--- config.mk ---
export PLATFORM = sky130hd
export DESIGN_NAME = sst_ctrl_flat
export DESIGN_NICKNAME = d
export VERILOG_FILES = /design/src/hw/rtl/sst_pkg.sv /design/src/hw/rtl/sst_if.sv /design/src/hw/rtl/sst_ctrl.sv /design/src/flat_wrapper.sv
export SDC_FILE = /design/constraint.sdc
export NUM_CORES = 1
export LEC_CHECK = 0
export BUFFER_PORTS_ARGS = -buffer_cell sky130_fd_sc_hd__buf_2
export CAP_MARGIN = 20
export CORE_UTILIZATION = 30
export DETAILED_ROUTE_END_ITERATION = 10
export GPL_TIMING_DRIVEN = 0
export PLACE_DENSITY = 0.47
export SYNTH_ARGS = -nofsm -noshare
export SYNTH_HDL_FRONTEND = slang
export SYNTH_SLANG_ARGS = --single-unit
--- constraint.sdc ---
create_clock -name clk_i -period 5.5 [get_ports clk_i]
set_input_delay 0.275 -clock clk_i [delete_from_list [all_inputs] [get_ports clk_i]]
set_output_delay 0.275 -clock clk_i [all_outputs]
set_load 0.02 [all_outputs]
--- src/hw/rtl/sst_pkg.sv ---
// ----------------------------------------------------------------------------
// Scoped symbol table package
// Shared sizes, operation and status codes, and the structures that pass
// between the sequencer and the entry store.
// ----------------------------------------------------------------------------
`default_nettype none

package sst_pkg;

  localparam int unsigned MAX_ENTRIES = 64;
  localparam int unsigned MAX_SCOPES  = 16;

  localparam int unsigned FUNC_W  = 3;
  localparam int unsigned KEY_W   = 64;
  localparam int unsigned TAG_W   = 16;
  localparam int unsigned STAT_W  = 2;
  localparam int unsigned SLOT_W  = $clog2(MAX_ENTRIES);
  localparam int unsigned CNT_W   = $clog2(MAX_ENTRIES + 1);
  localparam int unsigned LVL_W   = $clog2(MAX_SCOPES);
  localparam int unsigned DEPTH_W = $clog2(MAX_SCOPES + 1);

  typedef enum logic [FUNC_W-1:0] {
    FN_OPEN     = 3'd0,
    FN_CLOSE    = 3'd1,
    FN_ADD      = 3'd2,
    FN_LOOK_IN  = 3'd3,
    FN_LOOK_ALL = 3'd4
  } func_e;

  typedef enum logic [STAT_W-1:0] {
    STAT_OK         = 2'd0,
    STAT_NO_SCOPE   = 2'd1,
    STAT_FULL       = 2'd2,
    STAT_STACK_FULL = 2'd3
  } stat_e;

  typedef enum logic [2:0] {
    S_IDLE,
    S_EXEC,
    S_SCAN,
    S_DRAIN,
    S_RESP
  } state_e;

  typedef struct packed {
    logic              we;
    logic              re;
    logic [SLOT_W-1:0] addr;
    logic [KEY_W-1:0]  key;
    logic [TAG_W-1:0]  tag;
  } st_req_t;

  typedef struct packed {
    logic [KEY_W-1:0] key;
    logic [TAG_W-1:0] tag;
  } st_rsp_t;

  typedef struct packed {
    logic [STAT_W-1:0]  status;
    logic               found;
    logic [LVL_W-1:0]   scope_level;
    logic [SLOT_W-1:0]  slot;
    logic [TAG_W-1:0]   found_tag;
    logic [DEPTH_W-1:0] depth_now;
  } res_t;

endpackage

`default_nettype wire

--- src/hw/rtl/sst_if.sv ---
// ----------------------------------------------------------------------------
// Scoped symbol table channels
// Request and response channels, each with valid, ready and its payload.
// ----------------------------------------------------------------------------
`default_nettype none

interface sst_req_if import sst_pkg::*; ();
  logic              valid;
  logic              ready;
  logic [FUNC_W-1:0] func;
  logic [KEY_W-1:0]  key;
  logic [TAG_W-1:0]  entry_tag;

  modport source (output valid, output func, output key, output entry_tag, input ready);
  modport sink   (input valid, input func, input key, input entry_tag, output ready);
endinterface

interface sst_rsp_if import sst_pkg::*; ();
  logic               valid;
  logic               ready;
  logic [STAT_W-1:0]  status;
  logic               found;
  logic [LVL_W-1:0]   scope_level;
  logic [SLOT_W-1:0]  slot;
  logic [TAG_W-1:0]   found_tag;
  logic [DEPTH_W-1:0] depth_now;

  modport source (output valid, output status, output found, output scope_level,
                  output slot, output found_tag, output depth_now, input ready);
  modport sink   (input valid, input status, input found, input scope_level,
                  input slot, input found_tag, input depth_now, output ready);
endinterface

`default_nettype wire

--- src/hw/rtl/sst_ctrl.sv ---
// ----------------------------------------------------------------------------
// Scoped symbol table sequencer
// Holds the scope stack and entry count, runs operations; lookups walk the
// store one entry per cycle, except on scope steps, via one key comparator.
// ----------------------------------------------------------------------------
`default_nettype none

module sst_ctrl import sst_pkg::*; (
  input  wire logic    clk_i,
  input  wire logic    rst_ni,
  sst_req_if.sink      req_i,
  sst_rsp_if.source    rsp_o,
  output st_req_t      st_req_o,
  input  wire st_rsp_t st_rsp_i
);

  state_e state_q, state_d;

  logic [FUNC_W-1:0]  func_q;
  logic [KEY_W-1:0]   key_q;
  logic [TAG_W-1:0]   tag_q;
  logic [CNT_W-1:0]   cnt_q, cnt_d;
  logic [DEPTH_W-1:0] depth_q, depth_d;
  logic [CNT_W-1:0]   start_q [MAX_SCOPES];
  logic               start_we;
  logic [LVL_W-1:0]   start_wa;

  logic [CNT_W-1:0]   idx_q, idx_d;
  logic [LVL_W-1:0]   lvl_q, lvl_d;
  logic               cmp_vld_q;
  logic [SLOT_W-1:0]  cmp_slot_q;
  logic [LVL_W-1:0]   cmp_lvl_q;

  logic               hit_q, hit_d;
  logic [SLOT_W-1:0]  hit_slot_q, hit_slot_d;
  logic [LVL_W-1:0]   hit_lvl_q, hit_lvl_d;
  logic [TAG_W-1:0]   hit_tag_q, hit_tag_d;
  logic [STAT_W-1:0]  stat_q, stat_d;

  res_t               out_q, out_d;
  logic               out_vld_q, out_vld_d;

  logic [DEPTH_W-1:0] depth_m1;
  logic [LVL_W-1:0]   start_ra;
  logic [CNT_W-1:0]   start_rd;
  logic [CNT_W-1:0]   slot_nx;
  logic               scan_end;
  logic               below;
  logic               out_free;
  logic               accept;
  logic               no_scope;
  logic               cmp_hit;

  assign depth_m1 = depth_q - DEPTH_W'(1);
  assign start_ra = (state_q == S_SCAN) ? lvl_q : depth_m1[LVL_W-1:0];
  assign start_rd = start_q[start_ra];
  assign slot_nx  = idx_q - CNT_W'(1);
  assign scan_end = (idx_q == '0);
  assign below    = (slot_nx < start_rd);
  assign out_free = !out_vld_q || rsp_o.ready;
  assign accept   = req_i.valid && req_i.ready;
  assign no_scope = (depth_q == '0);
  assign cmp_hit  = cmp_vld_q && (st_rsp_i.key == key_q) &&
                    (!hit_q || (hit_lvl_q == cmp_lvl_q));

  always_comb begin
    state_d = state_q;
    case (state_q)
      S_IDLE: begin
        if (req_i.valid) begin
          state_d = S_EXEC;
        end
      end
      S_EXEC: begin
        if ((func_q == FN_LOOK_IN || func_q == FN_LOOK_ALL) && !no_scope) begin
          state_d = S_SCAN;
        end else begin
          state_d = S_RESP;
        end
      end
      S_SCAN: begin
        if (scan_end || (below && func_q == FN_LOOK_IN)) begin
          state_d = S_DRAIN;
        end
      end
      S_DRAIN: begin
        state_d = S_RESP;
      end
      S_RESP: begin
        if (out_free) begin
          state_d = S_IDLE;
        end
      end
      default: begin
        state_d = S_IDLE;
      end
    endcase
  end

  always_comb begin
    cnt_d      = cnt_q;
    depth_d    = depth_q;
    start_we   = 1'b0;
    start_wa   = depth_q[LVL_W-1:0];
    idx_d      = idx_q;
    lvl_d      = lvl_q;
    hit_d      = hit_q;
    hit_slot_d = hit_slot_q;
    hit_lvl_d  = hit_lvl_q;
    hit_tag_d  = hit_tag_q;
    stat_d     = stat_q;
    out_d      = out_q;
    out_vld_d  = out_vld_q && !rsp_o.ready;
    st_req_o   = '{we: 1'b0, re: 1'b0, addr: cnt_q[SLOT_W-1:0], key: key_q, tag: tag_q};

    if (cmp_hit) begin
      hit_d      = 1'b1;
      hit_slot_d = cmp_slot_q;
      hit_lvl_d  = cmp_lvl_q;
      hit_tag_d  = st_rsp_i.tag;
    end

    case (state_q)
      S_EXEC: begin
        hit_d      = 1'b0;
        hit_slot_d = '0;
        hit_lvl_d  = '0;
        hit_tag_d  = '0;
        stat_d     = STAT_OK;
        idx_d      = cnt_q;
        lvl_d      = depth_m1[LVL_W-1:0];
        case (func_e'(func_q))
          FN_OPEN: begin
            if (depth_q == DEPTH_W'(MAX_SCOPES)) begin
              stat_d = STAT_STACK_FULL;
            end else begin
              start_we = 1'b1;
              depth_d  = depth_q + DEPTH_W'(1);
            end
          end
          FN_CLOSE: begin
            if (no_scope) begin
              stat_d = STAT_NO_SCOPE;
            end else begin
              depth_d = depth_m1;
              cnt_d   = start_rd;
            end
          end
          FN_ADD: begin
            if (no_scope) begin
              stat_d = STAT_NO_SCOPE;
            end else if (cnt_q == CNT_W'(MAX_ENTRIES)) begin
              stat_d = STAT_FULL;
            end else begin
              st_req_o.we = 1'b1;
              hit_slot_d  = cnt_q[SLOT_W-1:0];
              hit_lvl_d   = depth_m1[LVL_W-1:0];
              cnt_d       = cnt_q + CNT_W'(1);
            end
          end
          FN_LOOK_IN, FN_LOOK_ALL: begin
            if (no_scope) begin
              stat_d = STAT_NO_SCOPE;
            end
          end
          default: begin
          end
        endcase
      end
      S_SCAN: begin
        if (!scan_end) begin
          if (below) begin
            if (func_q != FN_LOOK_IN) begin
              lvl_d = lvl_q - LVL_W'(1);
            end
          end else begin
            st_req_o.re   = 1'b1;
            st_req_o.addr = slot_nx[SLOT_W-1:0];
            idx_d         = slot_nx;
          end
        end
      end
      S_RESP: begin
        if (out_free) begin
          out_vld_d = 1'b1;
          out_d     = '{status: stat_q, found: hit_q, scope_level: hit_lvl_q,
                        slot: hit_slot_q, found_tag: hit_tag_q, depth_now: depth_q};
        end
      end
      default: begin
      end
    endcase
  end

  always_ff @(posedge clk_i or negedge rst_ni) begin
    if (!rst_ni) begin
      state_q   <= S_IDLE;
      cnt_q     <= '0;
      depth_q   <= '0;
      out_vld_q <= 1'b0;
      cmp_vld_q <= 1'b0;
    end else begin
      state_q   <= state_d;
      cnt_q     <= cnt_d;
      depth_q   <= depth_d;
      out_vld_q <= out_vld_d;
      cmp_vld_q <= st_req_o.re;
    end
  end

  always_ff @(posedge clk_i) begin
    if (accept) begin
      func_q <= req_i.func;
      key_q  <= req_i.key;
      tag_q  <= req_i.entry_tag;
    end
    if (start_we) begin
      start_q[start_wa] <= cnt_q;
    end
    idx_q      <= idx_d;
    lvl_q      <= lvl_d;
    cmp_slot_q <= st_req_o.addr;
    cmp_lvl_q  <= lvl_q;
    hit_q      <= hit_d;
    hit_slot_q <= hit_slot_d;
    hit_lvl_q  <= hit_lvl_d;
    hit_tag_q  <= hit_tag_d;
    stat_q     <= stat_d;
    out_q      <= out_d;
  end

  assign req_i.ready       = (state_q == S_IDLE);
  assign rsp_o.valid       = out_vld_q;
  assign rsp_o.status      = out_q.status;
  assign rsp_o.found       = out_q.found;
  assign rsp_o.scope_level = out_q.scope_level;
  assign rsp_o.slot        = out_q.slot;
  assign rsp_o.found_tag   = out_q.found_tag;
  assign rsp_o.depth_now   = out_q.depth_now;

`ifndef ASSERT_OFF
  a_cnt_bound: assert property (@(posedge clk_i) disable iff (!rst_ni)
    cnt_q <= CNT_W'(MAX_ENTRIES))
    else $error("entry count beyond store size");

  a_depth_bound: assert property (@(posedge clk_i) disable iff (!rst_ni)
    depth_q <= DEPTH_W'(MAX_SCOPES))
    else $error("scope depth beyond stack size");

  a_write_exec: assert property (@(posedge clk_i) disable iff (!rst_ni)
    st_req_o.we |-> (state_q == S_EXEC && cnt_q < CNT_W'(MAX_ENTRIES)))
    else $error("store write outside an add");

  a_scan_stable: assert property (@(posedge clk_i) disable iff (!rst_ni)
    state_q == S_SCAN |=> $stable(depth_q) && $stable(cnt_q))
    else $error("scope state changed during a lookup");

  a_found_ok: assert property (@(posedge clk_i) disable iff (!rst_ni)
    (out_vld_q && out_q.found) |-> out_q.status == STAT_OK)
    else $error("match reported with an error status");
`endif

endmodule

`default_nettype wire

--- src/flat_wrapper.sv ---
// flat-port wrapper written by rule: the top's interface ports become plain ports
module sst_ctrl_flat import sst_pkg::*;
  (clk_i, rst_ni, st_req_o, st_rsp_i, req_i_valid, req_i_func, req_i_key, req_i_entry_tag, req_i_ready, rsp_o_valid, rsp_o_status, rsp_o_found, rsp_o_scope_level, rsp_o_slot, rsp_o_found_tag, rsp_o_depth_now, rsp_o_ready);
  sst_req_if req_i_i ();
  sst_rsp_if rsp_o_i ();
  input  wire logic clk_i;
  input  wire logic rst_ni;
  output st_req_t st_req_o;
  input  wire st_rsp_t st_rsp_i;
  input wire logic [$bits(req_i_i.valid)-1:0] req_i_valid;
  input wire logic [$bits(req_i_i.func)-1:0] req_i_func;
  input wire logic [$bits(req_i_i.key)-1:0] req_i_key;
  input wire logic [$bits(req_i_i.entry_tag)-1:0] req_i_entry_tag;
  output wire logic [$bits(req_i_i.ready)-1:0] req_i_ready;
  output wire logic [$bits(rsp_o_i.valid)-1:0] rsp_o_valid;
  output wire logic [$bits(rsp_o_i.status)-1:0] rsp_o_status;
  output wire logic [$bits(rsp_o_i.found)-1:0] rsp_o_found;
  output wire logic [$bits(rsp_o_i.scope_level)-1:0] rsp_o_scope_level;
  output wire logic [$bits(rsp_o_i.slot)-1:0] rsp_o_slot;
  output wire logic [$bits(rsp_o_i.found_tag)-1:0] rsp_o_found_tag;
  output wire logic [$bits(rsp_o_i.depth_now)-1:0] rsp_o_depth_now;
  input wire logic [$bits(rsp_o_i.ready)-1:0] rsp_o_ready;
  assign req_i_i.valid = req_i_valid;
  assign req_i_i.func = req_i_func;
  assign req_i_i.key = req_i_key;
  assign req_i_i.entry_tag = req_i_entry_tag;
  assign req_i_ready = req_i_i.ready;
  assign rsp_o_valid = rsp_o_i.valid;
  assign rsp_o_status = rsp_o_i.status;
  assign rsp_o_found = rsp_o_i.found;
  assign rsp_o_scope_level = rsp_o_i.scope_level;
  assign rsp_o_slot = rsp_o_i.slot;
  assign rsp_o_found_tag = rsp_o_i.found_tag;
  assign rsp_o_depth_now = rsp_o_i.depth_now;
  assign rsp_o_i.ready = rsp_o_ready;
  sst_ctrl u_core (.clk_i(clk_i), .rst_ni(rst_ni), .req_i(req_i_i), .rsp_o(rsp_o_i), .st_req_o(st_req_o), .st_rsp_i(st_rsp_i));
endmodule
==> metrics.txt <==
die area=0.0422 mm²; total I/O pin count=291; leading cell type in the layout, fill and taps excluded=sky130_fd_sc_hd__buf_2; slack of the worst reg-to-reg path=0.79 ns; relative slew slack=30.0%; total wire length=35200 µm; CTS Buffer Depth=3; area delta synth->final=35.8%; number of enable flip-flop cells after synthesis=252; post-detailed-route count of antenna-violating nets=0; Post-Place Cell Area=0.0146 mm²; Sw Ratio=38.7%; Leakage Power=0.00659 µW; routability congestion estimate from global placement=0.883; aggregate global-route resource usage=16.7%; type of element launching the critical path=flip-flop; clock-pin slew on the worst setup and hold paths=0.06 ns; Setup-failing EPs final=0; total grt overflow=0; HPWL reported at the end of detailed placement=25400 µm; share of power burned in the clock network=23.5%; Synth Area per Inst=13.9 µm²; DRT Pass-1 Iters=5; first-pass GRT wire length=52500 µm; run status=completed; die height=205 µm; Cell Rows=74; final cell area excluding filler cells=0.0168 mm²; via/cell ratio=4.64; final antenna diode count=0; ratio of total power to cell area=570 mW/mm²; number of inserted filler cells in the final layout=3879; Worst setup EP type=output pin; Max H-tree Level=2; sequential power share=36.3%; ratio of final minimum period to clock period=96.6%; Hold Violations, Final=0; first-iteration detailed-routing DRC count=464; Setup Crit Path Kind=flip-flop to output pin; vias in the first global route=8908; number of cells on the worst reg-to-reg path=17; placeable core region=0.0408 mm²; worst flop-to-flop path startpoint=u_core.state_q[0]$_DFFE_PN0P_; Syn Inst Count=894; YS warnings=0; Post-route DRC=0; starting utilization of the core area=30.4%; max-capacitance violation count=0; ys async rst share=5.74%; drt wl/cell=18.6 µm; Max Transition Viols Final=0; fraction of final layout cells with drive strength greater than 1=30.0%; final worst clock skew=0.0195 ns; power share of the combinational group=40.2%; total clock buffers created by CTS=34; port buffer count=290; TritonCTS Sinks=296; design internal power=5880 µW; final critical path time including I/O delays and setup=5.31 ns; overall power of the completed layout=9590 µW; antenna violations before repair=0; number of flip-flops and latches in the synthesized netlist=296; worst hold path type=input pin to flip-flop; worst ir drop on vdd=0.253 mV; startpoint of the worst hold path=rsp_o_ready; clock latency at the later pin of the worst-skew pair=0.54 ns; commonest non-fill, non-tap cells in the layout=sky130_fd_sc_hd__buf_2 (300), sky130_fd_sc_hd__edfxtp_1 (252), sky130_fd_sc_hd__dlygate4sd3_1 (100), sky130_fd_sc_hd__nand2_1 (99), sky130_fd_sc_hd__mux2i_1 (51); layout net count=1514; Synthesized Nets=1076; worst endpoint data arrival time=5.04 ns; peak clock frequency supported by timing=188 MHz; total via count in the routed design=8766; worst r2r dst=u_core.idx_q[5]$_DFFE_PP_; netlist area before placement=0.0124 mm²; CTS Root Cell=sky130_fd_sc_hd__clkbuf_16; sequential cell area fraction in the yosys report=68.8%; actual slew at the worst max-slew pin=1.04 ns; dominant synthesized flop cell=sky130_fd_sc_hd__edfxtp_1; count of unique library cells instantiated by Yosys=70; worst hold stages=3; net switching power=3710 µW; CTS tree=yes; CP Data Required Time=5.22 ns; Die W=205 µm; maximum net fanout on the critical path=10; RSZ-0062 raised after global routing=false; worst min-delay path endpoint=u_core.rsp_o.valid$_DFF_PN0_; largest net degree at the start of global routing=68
registers in the layout, summed over array words and instances, names as in the netlist, 3 cells and up:
signal,cells
u_core.hit_slot_q,6
u_core.hit_lvl_q,4
u_core.lvl_q,4
u_core.start_q,112
u_core.idx_q,7
u_core.depth_q,5
u_core.state_q,3
u_core.cmp_lvl_q,4
u_core.key_q,64
u_core.rsp_o.depth_now,5
u_core.tag_q,16
u_core.func_q,3
u_core.rsp_o.slot,6
u_core.hit_tag_q,16
u_core.cmp_slot_q,6
u_core.rsp_o.scope_level,4
u_core.cnt_q,7
u_core.rsp_o.found_tag,16
stage by stage:
stage	std cells	hold WS [ns]	setup slack, ns	TNS (ns)	utilization, %
CTS	1884	0.00828	0.00519	0	41.0
detailed placement	1721	0.271	-0.799	-13.02	35.7
global placement	1716	0.264	-0.769	-12.14	35.6
finish	1890	0.0402	0.187	0	41.2
floorplan	894	-0.0206	0.778	0	-
global route	1890	0.0467	0.0136	0	41.2
worst max-delay path by stage:
stage,start,to,slack [ns],cells past startpoint
finish,u_core.state_q[0]$_DFFE_PN0P_,st_req_o[82],0.19,17
global route,u_core.depth_q[0]$_DFFE_PN0P_,st_req_o[82],0.01,20
CTS,u_core.state_q[2]$_DFFE_PN0P_,st_req_o[82],0.005,17
detailed placement,u_core.depth_q[0]$_DFFE_PN0P_,st_req_o[82],-0.80,18
global placement,u_core.depth_q[0]$_DFFE_PN0P_,st_req_o[85],-0.77,18
floorplan,u_core.depth_q[0]$_DFFE_PN0P_,st_req_o[81],0.78,17
worst max-delay path: stages, from the launching register on:
cell and delay [ns]:
sky130_fd_sc_hd__dfrtp_1 0.35, sky130_fd_sc_hd__buf_2 0.18, sky130_fd_sc_hd__or3b_1 0.37, sky130_fd_sc_hd__buf_2 0.18, sky130_fd_sc_hd__a21boi_2 0.36, sky130_fd_sc_hd__buf_4 0.28
sky130_fd_sc_hd__a21oi_1 0.10, sky130_fd_sc_hd__a22oi_2 0.26, sky130_fd_sc_hd__o22ai_1 0.13, sky130_fd_sc_hd__a221o_1 0.35, sky130_fd_sc_hd__ha_1 0.33, sky130_fd_sc_hd__a21o_1 0.16
sky130_fd_sc_hd__a21o_1 0.20, sky130_fd_sc_hd__a211oi_4 0.34, sky130_fd_sc_hd__o21a_1 0.24, sky130_fd_sc_hd__a21oi_4 0.11, sky130_fd_sc_hd__mux2_1 0.37, sky130_fd_sc_hd__buf_2 0.19
synthesized netlist by cell type (all sizes together), types with 3 or more instances:
master	instances	area (µm²)
a22oi	4	30.0
and2	3	18.8
buf	20	115
nand2b	9	56.3
xnor2	39	342
xor2	22	193
nand4	15	100
a2111o	4	45.0
nor4	10	68.8
nand2	99	372
o2111ai	3	26.3
mux2i	53	531
or2	3	18.8
a22o	15	131
nand3	27	135
and3	4	25.0
nor3b	3	33.8
o211a	4	40.0
inv	35	131
clkbuf	15	56.3
a221o	4	40.0
o22ai	10	62.6
a211oi	3	22.5
o21ai	21	105
ha	15	188
a21oi	30	161
o211ai	5	37.5
edfxtp	252	7570
dfrtp	17	425
mux2	7	78.8
o21a	3	22.5
nor3	22	110
o221ai	6	58.8
nor2	52	218
a2111oi	4	66.3
nor2b	8	57.6
dfxtp	27	541
logic make-up (layout without fill, tap and decap cells):
| group | Yosys count | in the layout | synth area share [%] |
|---|---|---|---|
| flops | 296 | 296 | 68.8 |
| compound gates | 126 | 127 | 7.50 |
| fa+ha+maj | 15 | 15 | 1.51 |
| buf+inv | 71 | 534 | 2.47 |
| mux | 60 | 60 | 4.91 |
| simple gates | 265 | 265 | 10.5 |
| xor+xnor | 61 | 61 | 4.31 |
per-layer routing:
metal  GRT usage [%]  routed length [µm]  vias to the layer above
li1                -                   -                     4210
met1            21.2               15500                     4280
met2            28.3               17200                      212
met3            3.64                1670                       64
met4            5.11                 868                        0
met5               0                   0                        -
power by group through the flow:
stage	Sequential [µW]	Clock (µW)	Combinational [µW]
6_report	3480	2250	3860
5_1_grt	3540	2410	4210
4_1_cts	3480	2320	3790
3_5_place_dp	3520	0	3570
3_3_place_gp	3540	0	3520
2_1_floorplan	3660	0	2150
layout make-up:
class	instances	area (µm²)	area share, %
clock inverters	16	178	1.06
well taps	532	666	3.95
inverters	36	135	0.803
clock buffers	46	917	5.45
multi-input cells	528	3650	21.7
flip-flops and latches	296	8530	50.7
plain buffers	34	199	1.18
repair buffers	402	2550	15.2
timing repair:
action,CTS,global route
endpoints found under the setup margin,26,5
pin swaps,0,1
gates resized for setup,17,12
cloned,0,1
buffers inserted,2,5
hold buffers,100,0
hold endpoints to repair,116,0
Power figures use the tool's default switching activity.
